File: config.mk
export PLATFORM = sky130hd
export DESIGN_NAME = bounded_deque_with_search_unit
export DESIGN_NICKNAME = d
export VERILOG_FILES = /design/src/hdl/bdq_pkg.sv /design/src/hdl/bdq_cell.sv /design/src/hdl/bounded_deque_with_search_unit.sv
export SDC_FILE = /design/constraint.sdc
export NUM_CORES = 2
export LEC_CHECK = 0
export ABC_AREA = 1
export BUFFER_PORTS_ARGS = -buffer_cell sky130_fd_sc_hd__buf_4
export CORE_ASPECT_RATIO = 1.25
export CORE_MARGIN = 2
export CORE_UTILIZATION = 44
export CTS_CLUSTER_DIAMETER = 100
export DETAILED_ROUTE_END_ITERATION = 12
export PLACE_DENSITY = 0.66
export SETUP_SLACK_MARGIN = 0.2
export SYNTH_ARGS = -nofsm -noshare
export SYNTH_HDL_FRONTEND = slang
export SYNTH_SLANG_ARGS = --single-unit
File: constraint.sdc
create_clock -name clock -period 10 [get_ports clock]
set_input_delay 0 -clock clock [delete_from_list [all_inputs] [get_ports clock]]
set_output_delay 0 -clock clock [all_outputs]
set_load 0.02 [all_outputs]
File: src/hdl/bdq_pkg.sv
// shared types and codes for the bounded deque with search
package bdq_pkg;

   localparam int unsigned DATA_W = 32;
   localparam int unsigned CMD_W  = 3;
   localparam int unsigned STAT_W = 2;

   // command codes carried on req_tuser
   localparam logic [CMD_W-1:0] CMD_CLEAR      = 3'd0;
   localparam logic [CMD_W-1:0] CMD_PUSH_FRONT = 3'd1;
   localparam logic [CMD_W-1:0] CMD_PUSH_BACK  = 3'd2;
   localparam logic [CMD_W-1:0] CMD_POP_FRONT  = 3'd3;
   localparam logic [CMD_W-1:0] CMD_POP_BACK   = 3'd4;
   localparam logic [CMD_W-1:0] CMD_SEARCH     = 3'd5;
   localparam logic [CMD_W-1:0] CMD_LIST_ALL   = 3'd6;
   localparam logic [CMD_W-1:0] CMD_LIST_EVEN  = 3'd7;

   // status codes
   localparam logic [STAT_W-1:0] STAT_OK    = 2'd0;
   localparam logic [STAT_W-1:0] STAT_FULL  = 2'd1;
   localparam logic [STAT_W-1:0] STAT_EMPTY = 2'd2;

   // cell operations
   localparam logic [1:0] CELL_HOLD = 2'd0;
   localparam logic [1:0] CELL_SHR  = 2'd1;
   localparam logic [1:0] CELL_SHL  = 2'd2;
   localparam logic [1:0] CELL_LOAD = 2'd3;

   // control broadcast to every cell of the chain
   typedef struct packed {
      logic [1:0]        op;
      logic [DATA_W-1:0] ins_value;
   } cell_ctrl_type;

endpackage

File: src/hdl/bdq_cell.sv
// one storage cell of the deque chain
module bdq_cell
   import bdq_pkg::*;
(
   input  logic              clock,
   input  cell_ctrl_type     ctrl,
   input  logic              sel,
   input  logic [DATA_W-1:0] left_data,
   input  logic [DATA_W-1:0] right_data,
   output logic [DATA_W-1:0] data
);

   logic [DATA_W-1:0] data_ff;
   logic [DATA_W-1:0] data_in;

   // pick the next value from a neighbor, the insert value or self
   always_comb begin
      data_in = data_ff;
      unique case (ctrl.op)
         CELL_HOLD: data_in = data_ff;
         CELL_SHR:  data_in = left_data;
         CELL_SHL:  data_in = right_data;
         CELL_LOAD: data_in = sel ? ctrl.ins_value : data_ff;
         default:   data_in = data_ff;
      endcase
   end

   // payload storage, no reset
   always_ff @(posedge clock) begin
      data_ff <= data_in;
   end

   assign data = data_ff;

endmodule

File: src/hdl/bounded_deque_with_search_unit.sv
// top level of the bounded deque with linear search
//
// Commands enter on the req_ stream: req_tuser carries the command code,
// req_tdata the value to push or to search for. Results leave on the rsp_
// stream, one beat per result; rsp_tlast marks the final beat of a command.
// Entries sit in a chain of DEPTH cells, the front entry in the first cell.
// Push and pop front shift or load the chain in the accept cycle, pop back
// only lowers the count; each gives its single result beat in the next cycle.
// Search and listings rotate the whole chain through the first cell, one
// step a cycle while the receiver keeps up, for DEPTH steps, which puts it
// back in order; the final beat follows once the output register is free.
// A listing holds one entry back so the last beat can be marked.
// A new command is accepted only when the previous one is finished and the
// output register is free or being drained. When the receiver stalls, the
// output register holds its beat and a listing walk with a beat to give waits until it is taken.
// Reset empties the list and the output register; cell contents are not
// cleared and are read only after being written.
module bounded_deque_with_search_unit
   import bdq_pkg::*;
#(
   parameter int unsigned DEPTH = 64
)
(
   input  logic              clock,
   input  logic              reset,
   input  logic              req_tvalid,
   output logic              req_tready,
   input  logic [31:0]       req_tdata,  // [31:0] value
   input  logic [CMD_W-1:0]  req_tuser,  // [2:0] command
   output logic              rsp_tvalid,
   input  logic              rsp_tready,
   output logic [31:0]       rsp_tdata,  // [31:0] result_value
   output logic [3:0]        rsp_tuser,  // [0] holds_item, [1] found, [3:2] status
   output logic              rsp_tlast   // last_of_run
);

   localparam int unsigned IDX_W = $clog2(DEPTH);
   localparam int unsigned CNT_W = $clog2(DEPTH + 1);

   localparam logic [1:0] ST_IDLE = 2'd0;
   localparam logic [1:0] ST_WALK = 2'd1;
   localparam logic [1:0] ST_DONE = 2'd2;

   logic [1:0]         state_ff, state_in;
   logic [CNT_W-1:0]   count_ff, count_in;
   logic [CNT_W-1:0]   step_ff, step_in;
   logic [CMD_W-1:0]   cmd_ff, cmd_in;
   logic [DATA_W-1:0]  key_ff, key_in;
   logic               hit_ff, hit_in;
   logic               pend_valid_ff, pend_valid_in;
   logic [DATA_W-1:0]  pend_ff, pend_in;

   logic               rsp_valid_ff, rsp_valid_in;
   logic [DATA_W-1:0]  rsp_value_ff, rsp_value_in;
   logic               rsp_holds_ff, rsp_holds_in;
   logic               rsp_found_ff, rsp_found_in;
   logic [STAT_W-1:0]  rsp_status_ff, rsp_status_in;
   logic               rsp_last_ff, rsp_last_in;

   logic               out_free;
   logic               accept;
   logic               is_full;
   logic               is_empty;
   logic [DATA_W-1:0]  head;
   logic               active;
   logic               qualifies;
   logic               listing;
   logic               advance;
   cell_ctrl_type      ctrl;
   logic [DATA_W-1:0]  cell_data [DEPTH];

   assign out_free   = !rsp_valid_ff || rsp_tready;
   assign req_tready = (state_ff == ST_IDLE) && out_free;
   assign accept     = req_tvalid && req_tready;
   assign is_full    = (count_ff == CNT_W'(DEPTH));
   assign is_empty   = (count_ff == '0);

   // walk step view of the chain head
   assign head      = cell_data[0];
   assign active    = (step_ff < count_ff);
   assign listing   = (cmd_ff == CMD_LIST_ALL) || (cmd_ff == CMD_LIST_EVEN);
   assign qualifies = active && listing && ((cmd_ff == CMD_LIST_ALL) || !head[0]);
   assign advance   = (state_ff == ST_WALK) && !(qualifies && pend_valid_ff && !out_free);

   // chain of cells
   for (genvar i = 0; i < DEPTH; i++) begin : g_cell
      logic [DATA_W-1:0] left_w;
      logic [DATA_W-1:0] right_w;
      logic              sel_w;
      if (i == 0) begin : g_first
         assign left_w = ctrl.ins_value;
      end else begin : g_rest
         assign left_w = cell_data[i-1];
      end
      assign right_w = cell_data[(i + 1) % DEPTH];
      assign sel_w   = (count_ff[IDX_W-1:0] == IDX_W'(i));
      bdq_cell u_cell (
         .clock      (clock),
         .ctrl       (ctrl),
         .sel        (sel_w),
         .left_data  (left_w),
         .right_data (right_w),
         .data       (cell_data[i])
      );
   end

   // control, count and result selection
   always_comb begin
      ctrl.op        = CELL_HOLD;
      ctrl.ins_value = req_tdata;
      state_in       = state_ff;
      count_in       = count_ff;
      step_in        = step_ff;
      cmd_in         = cmd_ff;
      key_in         = key_ff;
      hit_in         = hit_ff;
      pend_valid_in  = pend_valid_ff;
      pend_in        = pend_ff;
      rsp_valid_in   = rsp_valid_ff && !rsp_tready;
      rsp_value_in   = rsp_value_ff;
      rsp_holds_in   = rsp_holds_ff;
      rsp_found_in   = rsp_found_ff;
      rsp_status_in  = rsp_status_ff;
      rsp_last_in    = rsp_last_ff;

      unique case (state_ff)
         ST_IDLE: begin
            if (accept) begin
               rsp_valid_in  = 1'b1;
               rsp_value_in  = '0;
               rsp_holds_in  = 1'b0;
               rsp_found_in  = 1'b0;
               rsp_status_in = STAT_OK;
               rsp_last_in   = 1'b1;
               unique case (req_tuser)
                  CMD_CLEAR: begin
                     count_in = '0;
                  end
                  CMD_PUSH_FRONT, CMD_PUSH_BACK: begin
                     if (is_full) begin
                        rsp_status_in = STAT_FULL;
                     end else begin
                        ctrl.op  = (req_tuser == CMD_PUSH_FRONT) ? CELL_SHR : CELL_LOAD;
                        count_in = count_ff + CNT_W'(1);
                     end
                  end
                  CMD_POP_FRONT, CMD_POP_BACK: begin
                     if (is_empty) begin
                        rsp_status_in = STAT_EMPTY;
                     end else begin
                        if (req_tuser == CMD_POP_FRONT) begin
                           ctrl.op = CELL_SHL;
                        end
                        count_in = count_ff - CNT_W'(1);
                     end
                  end
                  default: begin
                     // search and listings walk the chain
                     rsp_valid_in  = 1'b0;
                     state_in      = ST_WALK;
                     cmd_in        = req_tuser;
                     key_in        = req_tdata;
                     step_in       = '0;
                     hit_in        = 1'b0;
                     pend_valid_in = 1'b0;
                  end
               endcase
            end
         end
         ST_WALK: begin
            if (advance) begin
               ctrl.op = CELL_SHL;
               step_in = step_ff + CNT_W'(1);
               if (step_ff == CNT_W'(DEPTH - 1)) begin
                  state_in = ST_DONE;
               end
               if (active && (cmd_ff == CMD_SEARCH) && (head == key_ff)) begin
                  hit_in = 1'b1;
               end
               if (qualifies) begin
                  if (pend_valid_ff) begin
                     rsp_valid_in  = 1'b1;
                     rsp_value_in  = pend_ff;
                     rsp_holds_in  = 1'b1;
                     rsp_found_in  = 1'b0;
                     rsp_status_in = STAT_OK;
                     rsp_last_in   = 1'b0;
                  end
                  pend_in       = head;
                  pend_valid_in = 1'b1;
               end
            end
         end
         ST_DONE: begin
            if (out_free) begin
               state_in     = ST_IDLE;
               rsp_valid_in = 1'b1;
               rsp_last_in  = 1'b1;
               if (cmd_ff == CMD_SEARCH) begin
                  rsp_value_in  = '0;
                  rsp_holds_in  = 1'b0;
                  rsp_found_in  = hit_ff;
                  rsp_status_in = is_empty ? STAT_EMPTY : STAT_OK;
               end else if (pend_valid_ff) begin
                  rsp_value_in  = pend_ff;
                  rsp_holds_in  = 1'b1;
                  rsp_found_in  = 1'b0;
                  rsp_status_in = STAT_OK;
               end else begin
                  rsp_value_in  = '0;
                  rsp_holds_in  = 1'b0;
                  rsp_found_in  = 1'b0;
                  rsp_status_in = STAT_EMPTY;
               end
            end
         end
         default: begin
            state_in = ST_IDLE;
         end
      endcase
   end

   // control registers
   always_ff @(posedge clock) begin
      if (reset) begin
         state_ff     <= ST_IDLE;
         count_ff     <= '0;
         rsp_valid_ff <= 1'b0;
      end else begin
         state_ff     <= state_in;
         count_ff     <= count_in;
         rsp_valid_ff <= rsp_valid_in;
      end
   end

   // walk and result payload registers
   always_ff @(posedge clock) begin
      step_ff       <= step_in;
      cmd_ff        <= cmd_in;
      key_ff        <= key_in;
      hit_ff        <= hit_in;
      pend_valid_ff <= pend_valid_in;
      pend_ff       <= pend_in;
      rsp_value_ff  <= rsp_value_in;
      rsp_holds_ff  <= rsp_holds_in;
      rsp_found_ff  <= rsp_found_in;
      rsp_status_ff <= rsp_status_in;
      rsp_last_ff   <= rsp_last_in;
   end

   assign rsp_tvalid = rsp_valid_ff;
   assign rsp_tdata  = rsp_value_ff;
   assign rsp_tuser  = {rsp_status_ff, rsp_found_ff, rsp_holds_ff};
   assign rsp_tlast  = rsp_last_ff;

endmodule
# ---- Word-level counts from Yosys, hierarchy flattened
# Cells that the tools add are included.
dict set report op_classes {
  n_reduce_logical 101
  add_sub_neg 3
  n_bitwise 2
  n_mux 200
  eq_ne 152
  n_lt_le_gt_ge 1
}
# operator n
set ops {}
lappend ops {{32-bit one-hot mux with 3 select lines} 65}
lappend ops {{32-bit two-way mux} 71}
lappend ops {{6-bit == test (second input constant)} 32}
lappend ops {{2-bit by 1-bit inequality test with 1-bit output (second input constant)} 66}
lappend ops {{2-bit AND reduction} 64}
lappend ops {{6-bit by 5-bit == test with 1-bit output (second input constant)} 16}
lappend ops {{6-bit by 4-bit == test with 1-bit output (second input constant)} 8}
lappend ops {{2-bit two-way mux} 19}
lappend ops {{7-bit two-way mux} 5}
lappend ops {{32-bit == test} 1}
lappend ops {{1-bit two-way mux} 27}
lappend ops {{6-bit by 3-bit == test with 1-bit output (second input constant)} 4}
lappend ops {{7-bit one-hot mux with 3 select lines} 1}
lappend ops {{5-bit AND reduction} 4}
lappend ops {{2-bit inequality test (second input constant)} 8}
lappend ops {{7-bit by 1-bit adder with 7-bit output (second input constant)} 2}
lappend ops {{7-bit one-hot mux with 2 select lines} 1}
lappend ops {{3-bit == test (second input constant)} 4}
lappend ops {{6-bit by 2-bit == test with 1-bit output (second input constant)} 2}
lappend ops {{1-bit one-hot mux with 3 select lines} 4}
lappend ops {{2-bit one-hot mux with 2 select lines} 3}
lappend ops {{2-bit one-hot mux with 3 select lines} 2}
lappend ops {{1-bit logical AND} 10}
lappend ops {{7-bit by 6-bit == test with 1-bit output (second input constant)} 1}
lappend ops {{other kinds (23)} 39}
dict set report totals {
  reg_bits 2171
  inputBits 39
}

# ---- Depth between registers and ports, before layout
dict set report logic_depth {
  ltp_word 13
  depth_mapped 16
  ltp_nobuf 14
}

# ---- Hierarchy
# From an unflattened synthesis, not the netlist that was laid out.
dict set report hier_totals {
  hier_cells 12335
  hier_area_um2 141052.8
}
# module seq_area_each_um2 area_per_inst_um2 n_inst cells_per_inst
set modules_own_cells {}
lappend modules_own_cells {bdq_cell 960.9 2113.3 64 184}
lappend modules_own_cells {bounded_deque_with_search_unit 3593.4 5803.1 1 559}

# ---- Least setup slack after synthesis
# No wires, ideal clock.
dict set report synth_path {
  path_type {register -> register}
  start {register state_ff[0]}
  end {register cmd_ff[0], enable pin}
  t_required_ns 9.529
  path_buffers 0
  stages_incl_launch_ff 7
  synth_period_minus_slack_ns 3.927
  t_arrival_ns 3.456
  path_slack_ns 6.073
  cell_sequence {dfxtp_1 > inv_1 > ha_1 > inv_1 > nor3_1 > inv_1 > nor3_1}
}
dict set report synth_between {
  elab_chain_cells 4
}
# item line
set synth_rtl {}
lappend synth_rtl {{from (decl)} bounded_deque_with_search_unit.sv:44} ;# logic [1:0] state_ff, state_in;
lappend synth_rtl {{from (signal assigned)} bounded_deque_with_search_unit.sv:230} ;# state_ff <= state_in;
lappend synth_rtl {{2-bit zero test (*)} {bounded_deque_with_search_unit.sv:73, bounded_deque_with_search_unit.sv:126}}
lappend synth_rtl {{1-bit logical AND} bounded_deque_with_search_unit.sv:73} ;# assign req_tready = (state_ff == ST_IDLE) && out_free;
lappend synth_rtl {{1-bit logical AND} bounded_deque_with_search_unit.sv:74} ;# assign accept = req_tvalid && req_tready;
lappend synth_rtl {{3-bit AND reduction (no source line) (*)} --}
lappend synth_rtl {{to (signal assigned)} bounded_deque_with_search_unit.sv:239} ;# cmd_ff <= cmd_in;
lappend synth_rtl {{to (decl)} bounded_deque_with_search_unit.sv:47} ;# logic [CMD_W-1:0] cmd_ff, cmd_in;
# Mark *: on every way between the ends. The rest lies on a longest branch, timed or not.
# A chain may end at the register's enable or synchronous reset.

# ---- Final worst setup path
dict set report layout_path {
  start {register count_ff[5]}
  end {register g_cell[50].u_cell.data_ff[3] (data pin)}
}
dict set report layout_between {
  elab_chain_cells 11
  elab_cells_between_ends 19
  classes_between {order compare (1); eq/ne (4); mux (7); reduce/logical (7)}
}
# item line
set layout_rtl {}
lappend layout_rtl {{from (decl)} bounded_deque_with_search_unit.sv:45} ;# logic [CNT_W-1:0] count_ff, count_in;
lappend layout_rtl {{from (signal assigned)} bounded_deque_with_search_unit.sv:231} ;# count_ff <= count_in;
lappend layout_rtl {{7-bit less-than comparator} bounded_deque_with_search_unit.sv:80} ;# assign active = (step_ff < count_ff);
lappend layout_rtl {{1-bit logical AND (2 in a row)} bounded_deque_with_search_unit.sv:82} ;# assign qualifies = active && listing && ((cmd_ff == CMD_LIST_ALL) || !head[0]);
lappend layout_rtl {{1-bit logical AND (2 in a row)} bounded_deque_with_search_unit.sv:83} ;# assign advance = (state_ff == ST_WALK) && !(qualifies && pend_valid_ff && !out_free);
lappend layout_rtl {{1-bit zero test} bounded_deque_with_search_unit.sv:83}
lappend layout_rtl {{1-bit logical AND} bounded_deque_with_search_unit.sv:83}
lappend layout_rtl {{2-bit two-way mux} bounded_deque_with_search_unit.sv:171} ;# if (advance) begin
lappend layout_rtl {{2-bit one-hot mux with 2 select lines (*)} bounded_deque_with_search_unit.sv:126} ;# unique case (state_ff)
lappend layout_rtl {{2-bit == test or 2-bit by 1-bit == test with 1-bit output (tied branches)} bdq_cell.sv:19} ;# unique case (ctrl.op)
lappend layout_rtl {{32-bit one-hot mux with 3 select lines (*)} bdq_cell.sv:19}
lappend layout_rtl {{net g_cell[50].u_cell.data_in[3]} bdq_cell.sv:14} ;# logic [DATA_W-1:0] data_in;
lappend layout_rtl {{to (signal assigned)} bdq_cell.sv:30} ;# data_ff <= data_in;
lappend layout_rtl {{to (decl)} bdq_cell.sv:13} ;# logic [DATA_W-1:0] data_ff;
# The timed path passes the listed nets; every way through them passes the cells marked *.

==> impl_summary.log <==
INFO  metric r2r-end = g_cell[50].u_cell.data[3]$_DFFE_PP_
INFO  metric boundaryPins = 78
INFO  metric cp.arrival = 6690 ps
INFO  metric setup-violations-final = 0
INFO  metric fin_area = 0.112 sq mm
INFO  metric cts-buffers-inserted = 211
INFO  metric timing.setup.critical_path_class = register to register
INFO  metric initial_utilization = 44.1%
INFO  metric postSynth.topFlopCell = sky130_fd_sc_hd__edfxtp_1
INFO  metric netlist_top_cells_area = sky130_fd_sc_hd__edfxtp_1 62%, sky130_fd_sc_hd__nand3_1 30%, sky130_fd_sc_hd__buf_2 3.9%
INFO  metric powerDensity = 351 mW/mm^2
INFO  metric chipWidth = 440 um
INFO  metric synth_async_sr_flop_share = 0%
INFO  metric clkSlewWorstSetupHoldPaths = 60 ps
INFO  metric start_kind = register
INFO  metric nNetsFinal = 9,548
INFO  metric syn-num-nets = 10,166
INFO  metric cap_violations = 0
INFO  metric floorplan.rows = 200
INFO  metric synth_commonest_cells = 6,165 x sky130_fd_sc_hd__nand3_1, 2,161 x sky130_fd_sc_hd__edfxtp_1, 811 x sky130_fd_sc_hd__buf_2, 262 x sky130_fd_sc_hd__nand2_1, 255 x sky130_fd_sc_hd__clkbuf_1
INFO  metric core_area = 0.237 sq mm
INFO  metric rr_worst_depth = 14
INFO  metric r2r_slack = 4030 ps
INFO  metric hold_path_start = req_tdata[20]
INFO  metric route.detailed.wl_per_inst = 23.9 um
INFO  metric whs_endpoint = g_cell[0].u_cell.data[20]$_DFFE_PP_
INFO  metric drcViolationCount = 0
INFO  metric cts_root_cell = sky130_fd_sc_hd__clkbuf_16
INFO  metric route.antenna.remaining_nets = 0
INFO  metric drt-initial-drc-count = 12,308
INFO  metric die-height = 549 um
INFO  metric cts_tree = done
INFO  metric routed_wl = 306,000 um
INFO  metric worstHoldPathCells = 4
INFO  metric ys.warnings.count = 0
INFO  metric outcome = finished clean
INFO  metric final.setup_skew = 58.6 ps
INFO  metric synth-edff-count = 2,161
INFO  metric grt_pass1_wl = 475,000 um
INFO  metric synth.avg_cell_area = 10.3 sq um
INFO  metric ys_ff_latch = 2,171
INFO  metric cells_after_synth = 10,110
INFO  metric dieArea = 0.241 sq mm
INFO  metric cp.required = 10,720 ps
INFO  metric drt_pre_antenna_iters = 6
INFO  metric grt_start_max_net_pins = 257
INFO  metric synth.cell_area = 0.105 sq mm
INFO  metric yosysMostFrequentCell = sky130_fd_sc_hd__nand3_1
INFO  metric final.period_utilization = 59.7%
INFO  metric first_global_vias = 82,615
INFO  metric clock_sinks = 2,171
INFO  metric via_per_inst = 6.55
INFO  metric dp_hpwl = 166,000 um
INFO  metric global_route.usage.total = 24.4%
INFO  metric initial_antenna_violation_count = 8
INFO  metric post_dp_cell_area = 0.105 sq mm
INFO  metric place.gp.congestion = 0.847
INFO  metric final_hold_viol_count = 0
INFO  metric detailroute.via_count = 83,775
INFO  metric final_layout_size_suffix_gt1_share = 5.65%
INFO  metric overflow = 0
INFO  metric post-synth-top-area-fraction = 62.1%
INFO  metric yosys.area.top_type = sky130_fd_sc_hd__edfxtp_1
INFO  metric timing.critical_path.fanout_max = 113
INFO  metric clock_latency = 880 ps
INFO  metric type_of_the_worst_min_delay_path = input port to register
INFO  metric post_synth_num_cell_types = 32
INFO  metric vdd_ir_drop_max = 0.300 mV
INFO  metric layout-area-overhead-vs-synth = 7.60%
INFO  metric cts_htree_levels = 4
INFO  metric pins_over_slew_limit = 0
INFO  metric measured_slew_at_the_worst_slew_check_pin = 1470 ps
INFO  metric crit_path_end_kind = register
INFO  metric final.min_clock_period = 5970 ps
INFO  metric crit-reg2reg-launch = count_ff[5]$_SDFFE_PP0P_
INFO  metric max_slew_margin = 2.31%
INFO  metric leakage_power_of_the_design = 42.8 nW
INFO  metric clock.fmax = 168 MHz
INFO  metric part_of_the_yosys_area_used_for_sequential_elements = 62.3%
INFO  metric rsz0062_at_grt = false
INFO  metric io_buffers = 77
INFO  metric clock_path_buffers = 3
INFO  metric setup_tns = 0 ps
==> metal layers <==
metal  GRT usage [%]  part of all wire [%]
met4            10.0                   3.8
met3            3.32                   8.1
met1            32.5                    39
met5               0                0.0065
met2            40.1                    49
==> per-stage QoR <==
stage / utilization, % / instances / power, mW / setup WS [ps] / hold WS, ps
6_report: 47.5 / 12796 / 39.4 / 4030 / 56.1
5_1_grt: 47.5 / 12794 / 41.5 / 3780 / 42.7
4_1_cts: 47.5 / 12793 / 39.4 / 4200 / 0.401
3_5_place_dp: 44.4 / 12336 / 31.5 / 4250 / 223
3_3_place_gp: 44.4 / 12336 / 31.1 / 4380 / 223
2_1_floorplan: - / 10110 / 27.4 / 6070 / 69.1
==> cell type report <==
type	instances	area, sq um
Antenna cell	3	7.51
Clock buffer	280	5670
Clock inverter	103	890
Fill cell	21459	125000
Inverter	149	562
Multi-Input combinational cell	6654	33600
Sequential cell	2171	65100
Tap cell	3131	3920
Timing Repair Buffer	305	2680
==> worst max path at each step <==
stage / slack (ps) / to / startpoint / cells after the start
2_1_floorplan: 6070 / cmd_ff[0]$_DFFE_PP_ / state_ff[0]$_SDFFE_PP0P_ / 6
3_3_place_gp: 4380 / g_cell[18].u_cell.data[7]$_DFFE_PP_ / count_ff[4]$_SDFFE_PP0P_ / 13
3_5_place_dp: 4250 / g_cell[50].u_cell.data[3]$_DFFE_PP_ / count_ff[5]$_SDFFE_PP0P_ / 14
4_1_cts: 4200 / g_cell[50].u_cell.data[3]$_DFFE_PP_ / count_ff[5]$_SDFFE_PP0P_ / 14
5_1_grt: 3780 / g_cell[22].u_cell.data[9]$_DFFE_PP_ / count_ff[4]$_SDFFE_PP0P_ / 13
6_report: 4030 / g_cell[50].u_cell.data[3]$_DFFE_PP_ / count_ff[5]$_SDFFE_PP0P_ / 14
==> registers in the layout (all words and copies together), names as in the netlist <==
signal,cells
rsp_tdata,32
rsp_holds_ff,1
rsp_status_ff,2
hit_ff,1
pend_ff,32
rsp_tvalid,1
state_ff,2
cmd_ff,3
key_ff,32
step_ff,7
count_ff,7
pend_valid_ff,1
g_cell.u_cell.data,2048
rsp_found_ff,1
rsp_tlast,1
==> cells in the final DEF, fill, tap and decap left out, drive strengths merged <==
cell type,netlist,routed
nand4,7,7
bufinv,0,14
o21a,1,1
nor2,81,81
nor3b,2,2
ha,16,16
or2,2,2
a21oi,27,27
dlygate4sd3,0,74
clkbuf,255,280
dfxtp,10,10
o211ai,2,2
o211a,1,1
xnor2,17,17
nand3b,4,4
diode,0,3
buf,881,231
xor2,14,14
a31oi,1,1
nand2,264,264
clkinv,0,79
nor3,11,11
inv,149,157
o21ai,7,7
edfxtp,2161,2161
nand3,6196,6196
fa,1,1
clkinvlp,0,2
==> report_power, final <==
group	internal (mW)	leakage, nW	switching [mW]
clock network	4.33	3.19	3.54
logic	4.27	19.2	7.19
registers	17.0	20.4	3.08
==> worst max-delay path: stages, from the launching register on <==
cell and delay, ps:
sky130_fd_sc_hd__dfxtp_1 450, sky130_fd_sc_hd__inv_1 170, sky130_fd_sc_hd__ha_1 320, sky130_fd_sc_hd__nand2_1 90, sky130_fd_sc_hd__inv_1 60, sky130_fd_sc_hd__nand2_1 70, sky130_fd_sc_hd__nand2_1 60, sky130_fd_sc_hd__a21oi_2 200
sky130_fd_sc_hd__nand4_1 220, sky130_fd_sc_hd__nand2_4 640, sky130_fd_sc_hd__buf_4 830, sky130_fd_sc_hd__buf_4 890, sky130_fd_sc_hd__buf_4 1010, sky130_fd_sc_hd__nand3_1 360, sky130_fd_sc_hd__nand3_1 190
==> repair_timing <==
action	4_1_cts	5_1_grt
endpoints found under the hold margin	306	0
setup buffers	0	0
gates resized for setup	0	0
hold buffers	74	0
==> kinds of logic (layout without fill, tap and decap cells) <==
logic type	after synthesis	in the layout	synth area share, %
flops	2171	2171	62.3
simple gates	6567	6567	31.3
buf+inv	1285	837	5.75
fa+ha+maj	17	17	0.211
compound gates	39	39	0.204
other cells	0	3	0
xor+xnor	31	31	0.260
Power figures use the tool's default switching activity.
